<file path="src/rtl/hinv_pkg.sv">
package hinv_pkg;

  localparam int COEF_W    = 32;
  localparam int COORD_W   = 10;
  localparam int PROD_W    = COEF_W + COORD_W + 1;
  localparam int ACC_W     = PROD_W + 2;
  localparam int QUOT_W    = 10;
  localparam int BOUND_W   = 11;
  localparam int FRAC_BITS = 30;
  localparam int CFG_IDX_W = 3;
  localparam int CFG_W     = 64;
  localparam int IN_W      = 24;
  localparam int OUT_W     = 24;

  localparam logic [BOUND_W-1:0] MAX_COLS = BOUND_W'(1024);
  localparam logic [BOUND_W-1:0] MAX_ROWS = BOUND_W'(1024);

  typedef enum logic [CFG_IDX_W-1:0] {
    REG_ROW1_AB     = 3'd0,
    REG_ROW1C_ROW2A = 3'd1,
    REG_ROW2_BC     = 3'd2,
    REG_ROW3_AB     = 3'd3,
    REG_ROW3_C      = 3'd4,
    REG_SRC_WIDTH   = 3'd5,
    REG_SRC_HEIGHT  = 3'd6
  } cfg_reg_t;

  typedef struct packed {
    logic signed [COEF_W-1:0] h11, h12, h13;
    logic signed [COEF_W-1:0] h21, h22, h23;
    logic signed [COEF_W-1:0] h31, h32, h33;
  } coef_t;

  typedef struct packed {
    logic signed [ACC_W-1:0] x, y, w;
  } proj_t;

  typedef struct packed {
    logic               okx, oky;
    logic [ACC_W-1:0]   rx, ry;
    logic [ACC_W-1:0]   d;
    logic [QUOT_W-1:0]  qx, qy;
  } div_t;

endpackage

</file>
<file path="src/rtl/hinv_div_step.sv">
module hinv_div_step #(
  parameter int SHIFT = 0
) (
  input  logic          clk,
  input  logic          rst,
  input  logic          en,
  input  logic          vin,
  input  hinv_pkg::div_t din,
  output logic          vout,
  output hinv_pkg::div_t dout
);
  import hinv_pkg::*;

  localparam int EXT_W = ACC_W + QUOT_W;

  logic [EXT_W-1:0] dsh;
  div_t             nxt;

  assign dsh = {{QUOT_W{1'b0}}, din.d} << SHIFT;

  always_comb begin
    nxt = din;
    if ({{QUOT_W{1'b0}}, din.rx} >= dsh) begin
      nxt.rx        = din.rx - dsh[ACC_W-1:0];
      nxt.qx[SHIFT] = 1'b1;
    end
    if ({{QUOT_W{1'b0}}, din.ry} >= dsh) begin
      nxt.ry        = din.ry - dsh[ACC_W-1:0];
      nxt.qy[SHIFT] = 1'b1;
    end
  end

  always_ff @(posedge clk) begin
    if (rst) begin
      vout <= 1'b0;
    end else if (en) begin
      vout <= vin;
    end
  end

  always_ff @(posedge clk) begin
    if (en) begin
      dout <= nxt;
    end
  end

endmodule
</file>
<file path="config.mk">
export PLATFORM = sky130hd
export DESIGN_NAME = hinv_div_step
export DESIGN_NICKNAME = d
export VERILOG_FILES = /design/src/rtl/hinv_pkg.sv /design/src/rtl/hinv_div_step.sv
export SDC_FILE = /design/constraint.sdc
export NUM_CORES = 1
export LEC_CHECK = 0
export BUFFER_PORTS_ARGS = -buffer_cell sky130_fd_sc_hd__buf_2
export CORE_AREA = 2 2 102 202
export DETAILED_ROUTE_END_ITERATION = 8
export DIE_AREA = 0 0 104 204
export HOLD_SLACK_MARGIN = 0.02
export PLACE_DENSITY = 0.91
export SYNTH_ARGS = -nofsm -noshare
export SYNTH_HDL_FRONTEND = slang
export SYNTH_SLANG_ARGS = --single-unit
</file>
<file path="constraint.sdc">
create_clock -name clk -period 8.1 [get_ports clk]
set_clock_uncertainty 0.05 [all_clocks]
set_input_delay 2.43 -clock clk [delete_from_list [all_inputs] [get_ports clk]]
set_output_delay 2.43 -clock clk [all_outputs]
set_load 0.03 [all_outputs]
</file>
* Word level (Yosys, flattened, before mapping)
Cells that the tools add are included. Widths: inputs -> output; s select.
Cells by class: multipliers 0, add/sub/neg operators 2, eq/ne operators 0, divide/modulo/power cells 0, muxes and demuxes 2, shifts and indexed selects 0, bitwise gates (word level) 0, $lt $le $gt $ge 2, reduce and logical (&&, ||, !) cells 0
Operators by type and width (number):
- $ge 45x45->1 | 2
- $mux 45 | 2
- $sub 45x45->45 | 2
Storage, ports and cells: bits in latches 0, flip-flop bits (word level) 158, memory bits (read-only) 0, RAM bits 0, memories kept 0, word-level logic and storage cells 16

* Longest topological paths before layout
Gate-level depths: netlist (run 1).
depth after elaboration 2, gate-level depth with buffers 15

* Worst setup path before layout (run 1)
Ideal clock, no wire load.
kind input to register, start point input din[26] in the netlist's numbering, end point register dout[107] in the netlist's numbering, data pin, slack 2515 ps, cell stages on the path 13, data required time 7788 ps, data arrival time 5273 ps, path buffers 1, path through inv_1 -> ha_1 -> a21oi_2 -> nor2b_1 -> a211o_1 -> a2111oi_2 -> nor2_1 -> a21oi_4 -> o21a_4 -> o21ai_2 -> a221oi_4 -> buf_6 -> mux2_1
RTL lines:
- start: declaration | line hinv_div_step.sv:8 | input hinv_pkg::div_t din,
- end signal: assignment | line hinv_div_step.sv:43 | dout <= nxt;
- end: declaration | line hinv_div_step.sv:10 | output hinv_pkg::div_t dout

==> results.toml, run 1 <==
[run_status]
status = "finished, final reports clean"

[synthesis]
synth_xor_area_share_pct = 5.96
synth_compound_area_share_pct = 20.4
synth_top_family_by_area = "compound AO/OA/AOI/OAI gates"
ys_warn_count = 0
synth_top_area_share_pct = 42.2
syn_avg_cell_area_sq_um = 9.96
syn-cell-area_sq_um = 11200
synthAdderAreaFrac_pct = 10.4
synthCells = 1121
synth_edf_count = 157
synth-seq-area-share_pct = 42.4
synth_cell_type_count = 71
synthTopCellsByArea = "edfxtp_1, ha_1, a21oi_1, o21ai_0, xnor2_1"
synth.area.mux_share_pct = 4.93
synth_fp_nets = 1374
synthFlopType = "edfxtp_1"
synthSimpleGateAreaFrac_pct = 11.5
ys_async_sr_fraction_pct = 0
ys_ff_latch = 158
synth_top_cell_by_area = "edfxtp_1"

[clock_tree]
cts.sink_count = 158
clock_latency_ns = 0.46
cts_made_buffers = 17
post-cts-setup-buffers = 0
ctsHoldBuffers = 0
htree_levels = 4
path_clk_slew_ns = 0.07
clockRootBuffer = "clkbuf_16"
cts_buffer_depth = 2
cts_tree = "yes"
postCtsResizedCells = 0

[timing]
hold_slack_ns = 0.505
hold_viol = 0
finalWorstSetupSlack_ns = 1.92
post-route-period-util_pct = 76.3
tns_ns = 0
tightestPinTransition_ns = 0.973
finalCriticalPeriod_ns = 6.18
slew_headroom_pct = 34.9
setup_viol = 0
fmax_mhz = 162
rsz0062_at_grt = "no"
maxSlewViolCount = 0

[setup_path]
r2r-end = "vout"
path_max_fanout = 31
reg2reg_depth = 2
startpoint = "din[23]"
rr_startpoint = "vout"
worstSetupEndpointType = "register"
crit_required_ns = 8.26
rrSetupSlack_ns = 7.40
crit_path_start_kind = "primary input"
crit_arrival_ns = 6.34
critPathKind = "primary input to register"

[worst_hold_path]
hold_path_depth = 2
whs_endpoint = "vout"
hold_class = "register to register"
min_from = "vout"

[pwr]
sw_frac_of_total_pct = 36.6
seqPwrFrac_pct = 38.0
ir_drop_uv = 139
p_switching_mw = 1.01
pwr_density_cell_nw_per_um2 = 204
pwr-share-comb_pct = 34.6
intPower_mw = 1.75
p_leak_nw = 6.10
clkPwrFrac_pct = 27.4

[cells_and_area]
layout.cells.non_filler = 1698
mostFrequentLayoutCell = "buf_2"
layout_common_cells = "buf_2, edfxtp_1, a21oi_1"
drive_gt1_share_pct = 27.1
final_nets = 1675
fillers = 1612
area_growth_pct = 21.0
final_area_sq_um = 13500

[global_route]
grt_max_degree = 83
grt_antenna_before_repair = 1
grt-ovfl-total = 0
grt_pass1_wl_um = 52100
grt_pass1_vias = 10283
grt_usage_pct = 32.1

[drt]
wl_um = 34900
initialDrtViolationCount = 676
avgViaCountPerCell = 6.01
postRouteAntennaNets = 0
drtPass1Iterations = 7
vias = 10197
drc = 0
post_drt_wl_per_cell_um = 20.6

[place]
pre_cts_slack_ns = 1.57
gp_congestion = 0.945
dp_cells = 1665
placed_cell_area_sq_um = 13000
port_buffers = 318
dp_hpwl_um = 27900

[floorplan]
rows = 73
core_region_area_sq_um = 19700
dieArea_sq_um = 21200
start_util_pct = 56.6
ios = 319
fp.dieH_um = 204
die_w_um = 104

[flow_run]
max_cap_violations = 0
state kept, by name, summed over array words and instances (netlist names):
name	count
dout	157
vout	1
cell usage after synthesis, types with 11 or more instances:
cell / n
nand2_1: 97
inv_1: 80
ha_1: 90
clkbuf_1: 35
mux2_2: 23
o21a_1: 12
a21oi_1: 108
edfxtp_1: 157
xnor2_1: 46
nand4_1: 18
o21bai_1: 16
nand3_1: 29
a31oi_1: 11
nand2b_1: 11
xor2_1: 30
a21o_1: 45
mux2_1: 17
o21ai_0: 85
nor3_1: 18
o211ai_1: 14
nor2_1: 52
power groups by stage:
stage / Combinational, mW / Clock, mW / Sequential [mW]
3_5_place_dp: 0.933 / 0 / 1.06
6_report: 0.951 / 0.755 / 1.05
5_1_grt: 1.01 / 0.787 / 1.05
4_1_cts: 0.940 / 0.762 / 1.05
3_3_place_gp: 0.916 / 0 / 1.06
2_1_floorplan: 0.450 / 0 / 1.26
worst max-delay path, stage by stage:
cell	delay, ns
buf_2	0.09
inv_1	0.05
ha_1	0.37
a21o_1	0.21
a21oi_1	0.19
a21oi_1	0.16
o211ai_1	0.28
a31oi_1	0.31
a211oi_1	0.48
nor2_1	0.20
a211oi_4	0.86
buf_4	0.44
a41oi_1	0.09
a21o_1	0.18
stage by stage:
stage          power, mW  util, %
2_1_floorplan       1.71        -
3_3_place_gp        1.98     65.7
3_5_place_dp        2.00     65.7
4_1_cts             2.75     68.4
5_1_grt             2.85     68.4
6_report            2.75     68.4
how the worst max path moves through the flow:
stage                     end  slack (ns)  cells past startpoint
global route        dout[154]        1.73                     14
detailed placement  dout[154]        1.57                     14
global placement    dout[154]        1.57                     14
CTS                 dout[154]        2.01                     14
floorplan           dout[107]        2.51                     13
finish              dout[154]        1.92                     14
logic make-up (layout without fill, tap and decap cells):
group                    Yosys count  in the layout
AO/OA/AOI/OAI                    354            354
multiplexers                      50             50
AND/OR/NAND/NOR                  269            269
other                              0              1
XOR/XNOR                          76             76
flip-flops                       158            158
adder cells (fa/ha/maj)           92             92
buffers and inverters            122            436
layout make-up:
| class | count | area [sq um] | area share, % |
|---|---|---|---|
| Antenna cell | 1 | 2.50 | 0.0185 |
| Clock buffer | 19 | 433 | 3.21 |
| Clock inverter | 13 | 108 | 0.797 |
| Inverter | 80 | 300 | 2.22 |
| Multi-Input combinational cell | 841 | 5940 | 44.0 |
| Sequential cell | 158 | 4730 | 35.1 |
| Tap cell | 262 | 328 | 2.43 |
| Timing Repair Buffer | 324 | 1660 | 12.3 |
metal layers:
layer	track usage, %	vias to the layer above	share of wire (%)
met5	0	-	0
met4	20.5	0	6.4
li1	-	4777	-
met1	30.1	4785	33
met2	63.1	487	56
met3	5.07	148	5.3
Power figures use the tool's default switching activity.
==> inputs of run 2 (changes only) <==
- CORE_AREA: 2 2 102 202 -> 2 2 105 209
- DIE_AREA: 0 0 104 204 -> 0 0 107 211
- PLACE_DENSITY: 0.91 -> 0.86
- clock period: 8.1 -> 6.5 ns (I/O delays scaled with it)
==> run 2 against run 1 <==
Effect of this change: routed wire length grew 2.8%; register-to-register slack got worse by 1.6 ns; largest cell class unchanged; combinational power rose by 25%; highest routed layer is now met5; hold slack worse by 0.047 ns; sequential cell count did not move; non-clock buffer count grew 2; final cell count grew 0.53%.
==> results.toml, run 2 (same netlist as run 1, synthesis figures left out) <==
[cells_and_area]
drive_gt1_share_pct = 27.1
regMostFlops = "dout"
layout_common_cells = "buf_2, edfxtp_1, a21oi_1"
mostFrequentLayoutCell = "buf_2"
layout.cells.non_filler = 1707
final_core_util_pct = 64.8
area_growth_pct = 21.5
reg_top3 = "dout x157, vout x1"
final_nets = 1677
fillers = 1744
largest_reg_flops = 157
final_area_sq_um = 13600

[clock_tree]
postCtsResizedCells = 0
cts_tree = "yes"
cts.sink_count = 158
clock_latency_ns = 0.45
cts_made_buffers = 17
clockRootBuffer = "clkbuf_16"
ctsHoldBuffers = 0
htree_levels = 4
cts_buffer_depth = 2
post-cts-setup-buffers = 0
path_clk_slew_ns = 0.06

[place]
gp_congestion = 0.954
port_buffers = 318
dp_cells = 1674
placed_cell_area_sq_um = 13000
dp_hpwl_um = 28700
pre_cts_slack_ns = 0.821

[global_route]
grt_pass1_wl_um = 53000
grt-ovfl-total = 0
grt_usage_pct = 31.2
grt_pass1_vias = 10278
grt_antenna_before_repair = 3
grt_max_degree = 90

[timing]
finalWorstSetupSlack_ns = 1.19
hold_slack_ns = 0.458
hold_viol = 0
post-route-period-util_pct = 81.7
setup_viol = 0
fmax_mhz = 188
maxSlewViolCount = 0
tightestPinTransition_ns = 1.08
slew_headroom_pct = 27.0
finalCriticalPeriod_ns = 5.31
rsz0062_at_grt = "no"
tns_ns = 0

[floorplan]
dieArea_sq_um = 22600
ios = 319
core_region_area_sq_um = 20900
start_util_pct = 53.3
fp.dieH_um = 211
die_w_um = 107
rows = 75

[worst_hold_path]
hold_path_depth = 2
min_from = "vout"
whs_endpoint = "vout"
hold_class = "register to register"

[setup_path]
worstPathCellList = "buf_2, inv_1, ha_1, a21oi_2, nor2b_1, a211o_1, a2111oi_2, nor2_1, a21oi_4, o21a_4, o21ai_2, a221oi_4, buf_12, mux2_1"
slowest_delay_ns = 0.45
crit_required_ns = 6.64
worstSetupEndpointType = "register"
reg2reg_depth = 2
crit_path_start_kind = "primary input"
crit_arrival_ns = 5.45
critPathKind = "primary input to register"
critical-path-top-delay-family = "compound AO/OA/AOI/OAI gates"
rr_startpoint = "vout"
path_max_fanout = 39
r2r-end = "vout"
crit_buf_inv = 3
cp_slowest_cell = "a2111oi_2"
rrSetupSlack_ns = 5.85

[pwr]
p_leak_nw = 6.12
p_total_mw = 3.47
pwr_density_cell_nw_per_um2 = 256
ir_drop_uv = 178

[drt]
drtPass1Iterations = 5
post_drt_wl_per_cell_um = 21.0
postRouteAntennaNets = 0
avgViaCountPerCell = 5.99
initialDrtViolationCount = 626
vias = 10225
drc = 0
wl_um = 35900

[run_status]
status = "finished, final reports clean"

[flow_run]
max_cap_violations = 0
-- run 2: final cells by class --
cell class                      count  area, sq um  share of cell area [%]
Tap cell                          269          337                    2.48
Antenna cell                        2         5.00                  0.0369
Timing Repair Buffer              326         1680                    12.4
Multi-Input combinational cell    841         5940                    43.8
Clock inverter                     12          123                   0.904
Clock buffer                       19          433                    3.19
Sequential cell                   158         4730                    34.9
Inverter                           80          300                    2.21
-- run 2: tightest hold or removal path, stage by stage (launching register included) --
cell and delay, ns:
dfxtp_1 0.32, mux2i_1 0.07, nor2_1 0.08
-- run 2: worst max path at each step --
stage	from	endpoint	depth (start not counted)
2_1_floorplan	din[26]	dout[107]	13
3_3_place_gp	din[23]	dout[133]	14
3_5_place_dp	din[26]	dout[82]	14
4_1_cts	din[26]	dout[82]	14
5_1_grt	din[26]	dout[69]	14
6_report	din[26]	dout[82]	14
-- run 2: power by group --
| part | internal, mW | switching (mW) |
|---|---|---|
| sequential | 1.27 | 0.0319 |
| combinational | 0.412 | 0.783 |
| clock | 0.558 | 0.420 |
| total | 2.24 | 1.23 |
-- run 2: per-layer routing --
layer  track usage [%]  wire length (um)  vias to the layer above
li1                  -                 -                     4788
met5                 0                 7                        -
met3              5.21              1560                      143
met1              28.9             11600                     4863
met2              60.1             20200                      429
met4              21.3              2440                        2
==> inputs of run 3 (changes only) <==
- ABC_AREA: unset -> 1
- CORE_AREA: 2 2 105 209 -> 2 2 115 229
- DIE_AREA: 0 0 107 211 -> 0 0 117 231
- clock period: 6.5 -> 5.5 ns (I/O delays scaled with it)
==> run 3 against run 2 <==
Effect of this change: count of clock-buffer cells in the layout down 2; die area rose by 20%; final cell count up 64%; synthesized cell count up 90%; first-iteration DRC count increased by 120%; critical path type unchanged; highest routed layer is now met4.
==> results.toml, run 3 <==
[floorplan]
fp.dieH_um = 231
core_region_area_sq_um = 25400
ios = 319
rows = 83
dieArea_sq_um = 27000
start_util_pct = 54.8
die_w_um = 117

[clock_tree]
path_clk_slew_ns = 0.07
clock_latency_ns = 0.45
cts.sink_count = 158
ctsHoldBuffers = 0
cts_tree = "yes"
cts_buffer_depth = 2
htree_levels = 4
cts_made_buffers = 17
clockRootBuffer = "clkbuf_16"
post-cts-setup-buffers = 0
postCtsResizedCells = 0

[synthesis]
ys_warn_count = 0
syn_avg_cell_area_sq_um = 6.54
synth_commonest_cells = "nand2_1, inv_1, nand3_1"
synth-seq-area-share_pct = 34.0
synth_top_area_share_pct = 33.8
synth_most_common_cell = "nand2_1"
synth_fp_nets = 2386
ys_ff_latch = 158
synth_edf_count = 157
synthTopCellsByArea = "edfxtp_1, nand2_1, inv_1, ha_1, nand3_1"
syn-cell-area_sq_um = 13900
synth_cell_type_count = 38
synthCells = 2133
synthFlopType = "edfxtp_1"
synth_top_cell_by_area = "edfxtp_1"
ys_async_sr_fraction_pct = 0

[timing]
slew_headroom_pct = 33.3
rsz0062_at_grt = "no"
hold_slack_ns = 0.445
tightestPinTransition_ns = 0.997
tns_ns = 0
maxSlewViolCount = 0
finalWorstSetupSlack_ns = 1.29
finalCriticalPeriod_ns = 4.21
fmax_mhz = 238
setup_viol = 0
post-route-period-util_pct = 76.5
hold_viol = 0

[drt]
initialDrtViolationCount = 1354
met3WireLength_um = 3300
drtPass1Iterations = 5
wl_met1_um = 18400
drc = 0
wl_met2_um = 26200
top_layer = "met4"
wl_um = 52700
avgViaCountPerCell = 5.27
postRouteAntennaNets = 0
vias = 14764
post_drt_wl_per_cell_um = 18.8

[setup_path]
crit_arrival_ns = 4.34
crit_buf_inv = 3
critical-path-top-delay-family = "simple AND/OR/NAND/NOR gates"
cp_slowest_cell = "buf_4"
worstSetupEndpointType = "register"
crit_path_start_kind = "primary input"
rrSetupSlack_ns = 4.87
path_max_fanout = 53
reg2reg_depth = 2
critPathKind = "primary input to register"
crit_required_ns = 5.63
slowest_delay_ns = 0.51
cp.depth = 11
worstPathCellList = "buf_2, inv_1, ha_1, nand2_1, nor2_2, nand2_1, nor3_1, nand3_1, nand4_4, buf_4, o21ai_1"
crit_top_cell = "nand2_1"

[cells_and_area]
area_growth_pct = 17.4
layout.cells.non_filler = 2801
final_core_util_pct = 64.3
final_nets = 2701
mostFrequentLayoutCell = "nand2_1"
regMostFlops = "dout"
fillers = 2393
layout_common_cells = "nand2_1, inv_1, buf_2"
register_area_sq_um = 4730
reg_top3 = "dout x157, vout x1"
drive_gt1_share_pct = 15.6
largest_reg_flops = 157
multi_input_area_sq_um = 7240
final_area_sq_um = 16400
num_antenna_cells = 0

[pwr]
sw_frac_of_total_pct = 39.7
p_total_mw = 4.32
p_leak_nw = 9.28
ir_drop_uv = 156
pwr-share-comb_pct = 37.2
intPower_mw = 2.60
p_switching_mw = 1.71
pwr_density_cell_nw_per_um2 = 264
seqPwrFrac_pct = 35.9
clkPwrFrac_pct = 26.8

[place]
dp_cells = 2769
port_buffers = 318
pre_cts_slack_ns = 0.868
gp_congestion = 1.09
dp_hpwl_um = 44300
placed_cell_area_sq_um = 15800

[global_route]
grt_pass1_wl_um = 77800
grt-ovfl-total = 0
grt_pass1_vias = 14331
grt_usage_pct = 39.3
grt_antenna_before_repair = 0
grt_max_degree = 90

[flow_run]
max_cap_violations = 0

[worst_hold_path]
hold_class = "register to register"
hold_path_depth = 2

[run_status]
status = "finished, final reports clean"
run 3: cell types whose count changed after synthesis, moves of 14 or more:
cell      before  now
a21o_1        45    2
o21ai_0       85    2
inv_1         80  456
o21ai_1        0   25
mux2_1        17    0
mux2_2        23    0
o211ai_1      14    0
nand2_1       97  837
a21oi_1      108   52
xor2_1        30   48
nand3_1       29  183
xnor2_1       46    2
clkbuf_1      35    1
nor2_1        52  162
run 3: final timing paths:
check           from        to
max          din[29]  dout[66]
min reg2reg     vout      vout
max reg2reg     vout      vout
min             vout      vout
run 3: final cells by class:
cell class,instances,share of cell area [%]
clock buffers,17,2.60
clock inverters,15,0.841
inverters,463,10.6
multi-input cells,1485,44.2
flip-flops and latches,158,28.9
well taps,340,2.60
repair buffers,323,10.2
run 3: tightest hold or removal path, cell delays in order (launching register included):
cell and delay (ns):
dfxtp_1 0.32, mux2i_1 0.07, nor2_1 0.07
run 3: power groups by stage:
stage               clock network, mW  registers (mW)  logic (mW)
floorplan                           0            1.86       0.791
global placement                    0            1.57        1.56
detailed placement                  0            1.58        1.58
CTS                              1.17            1.55        1.58
global route                     1.21            1.57        1.75
finish                           1.16            1.55        1.61
run 3: kinds of logic (layout without fill, tap and decap cells):
| kind of cell | Yosys count | count (layout) | share of synthesized area (%) |
|---|---|---|---|
| and+or+nand+nor | 1249 | 1249 | 36.7 |
| xor gates and xnor gates | 50 | 50 | 3.14 |
| DFF | 158 | 158 | 34.0 |
| AOI/OAI and AO/OA | 93 | 93 | 3.59 |
| buffers and inverters | 490 | 818 | 14.2 |
| muxes | 1 | 1 | 0.0718 |
| adders and majority gates | 92 | 92 | 8.36 |
run 3: layer usage:
layer  vias up  track usage, %
li1       7195               -
met3       190            4.44
met1      6619            42.7
met2       760            68.1
met4         0            29.5
met5         -               0
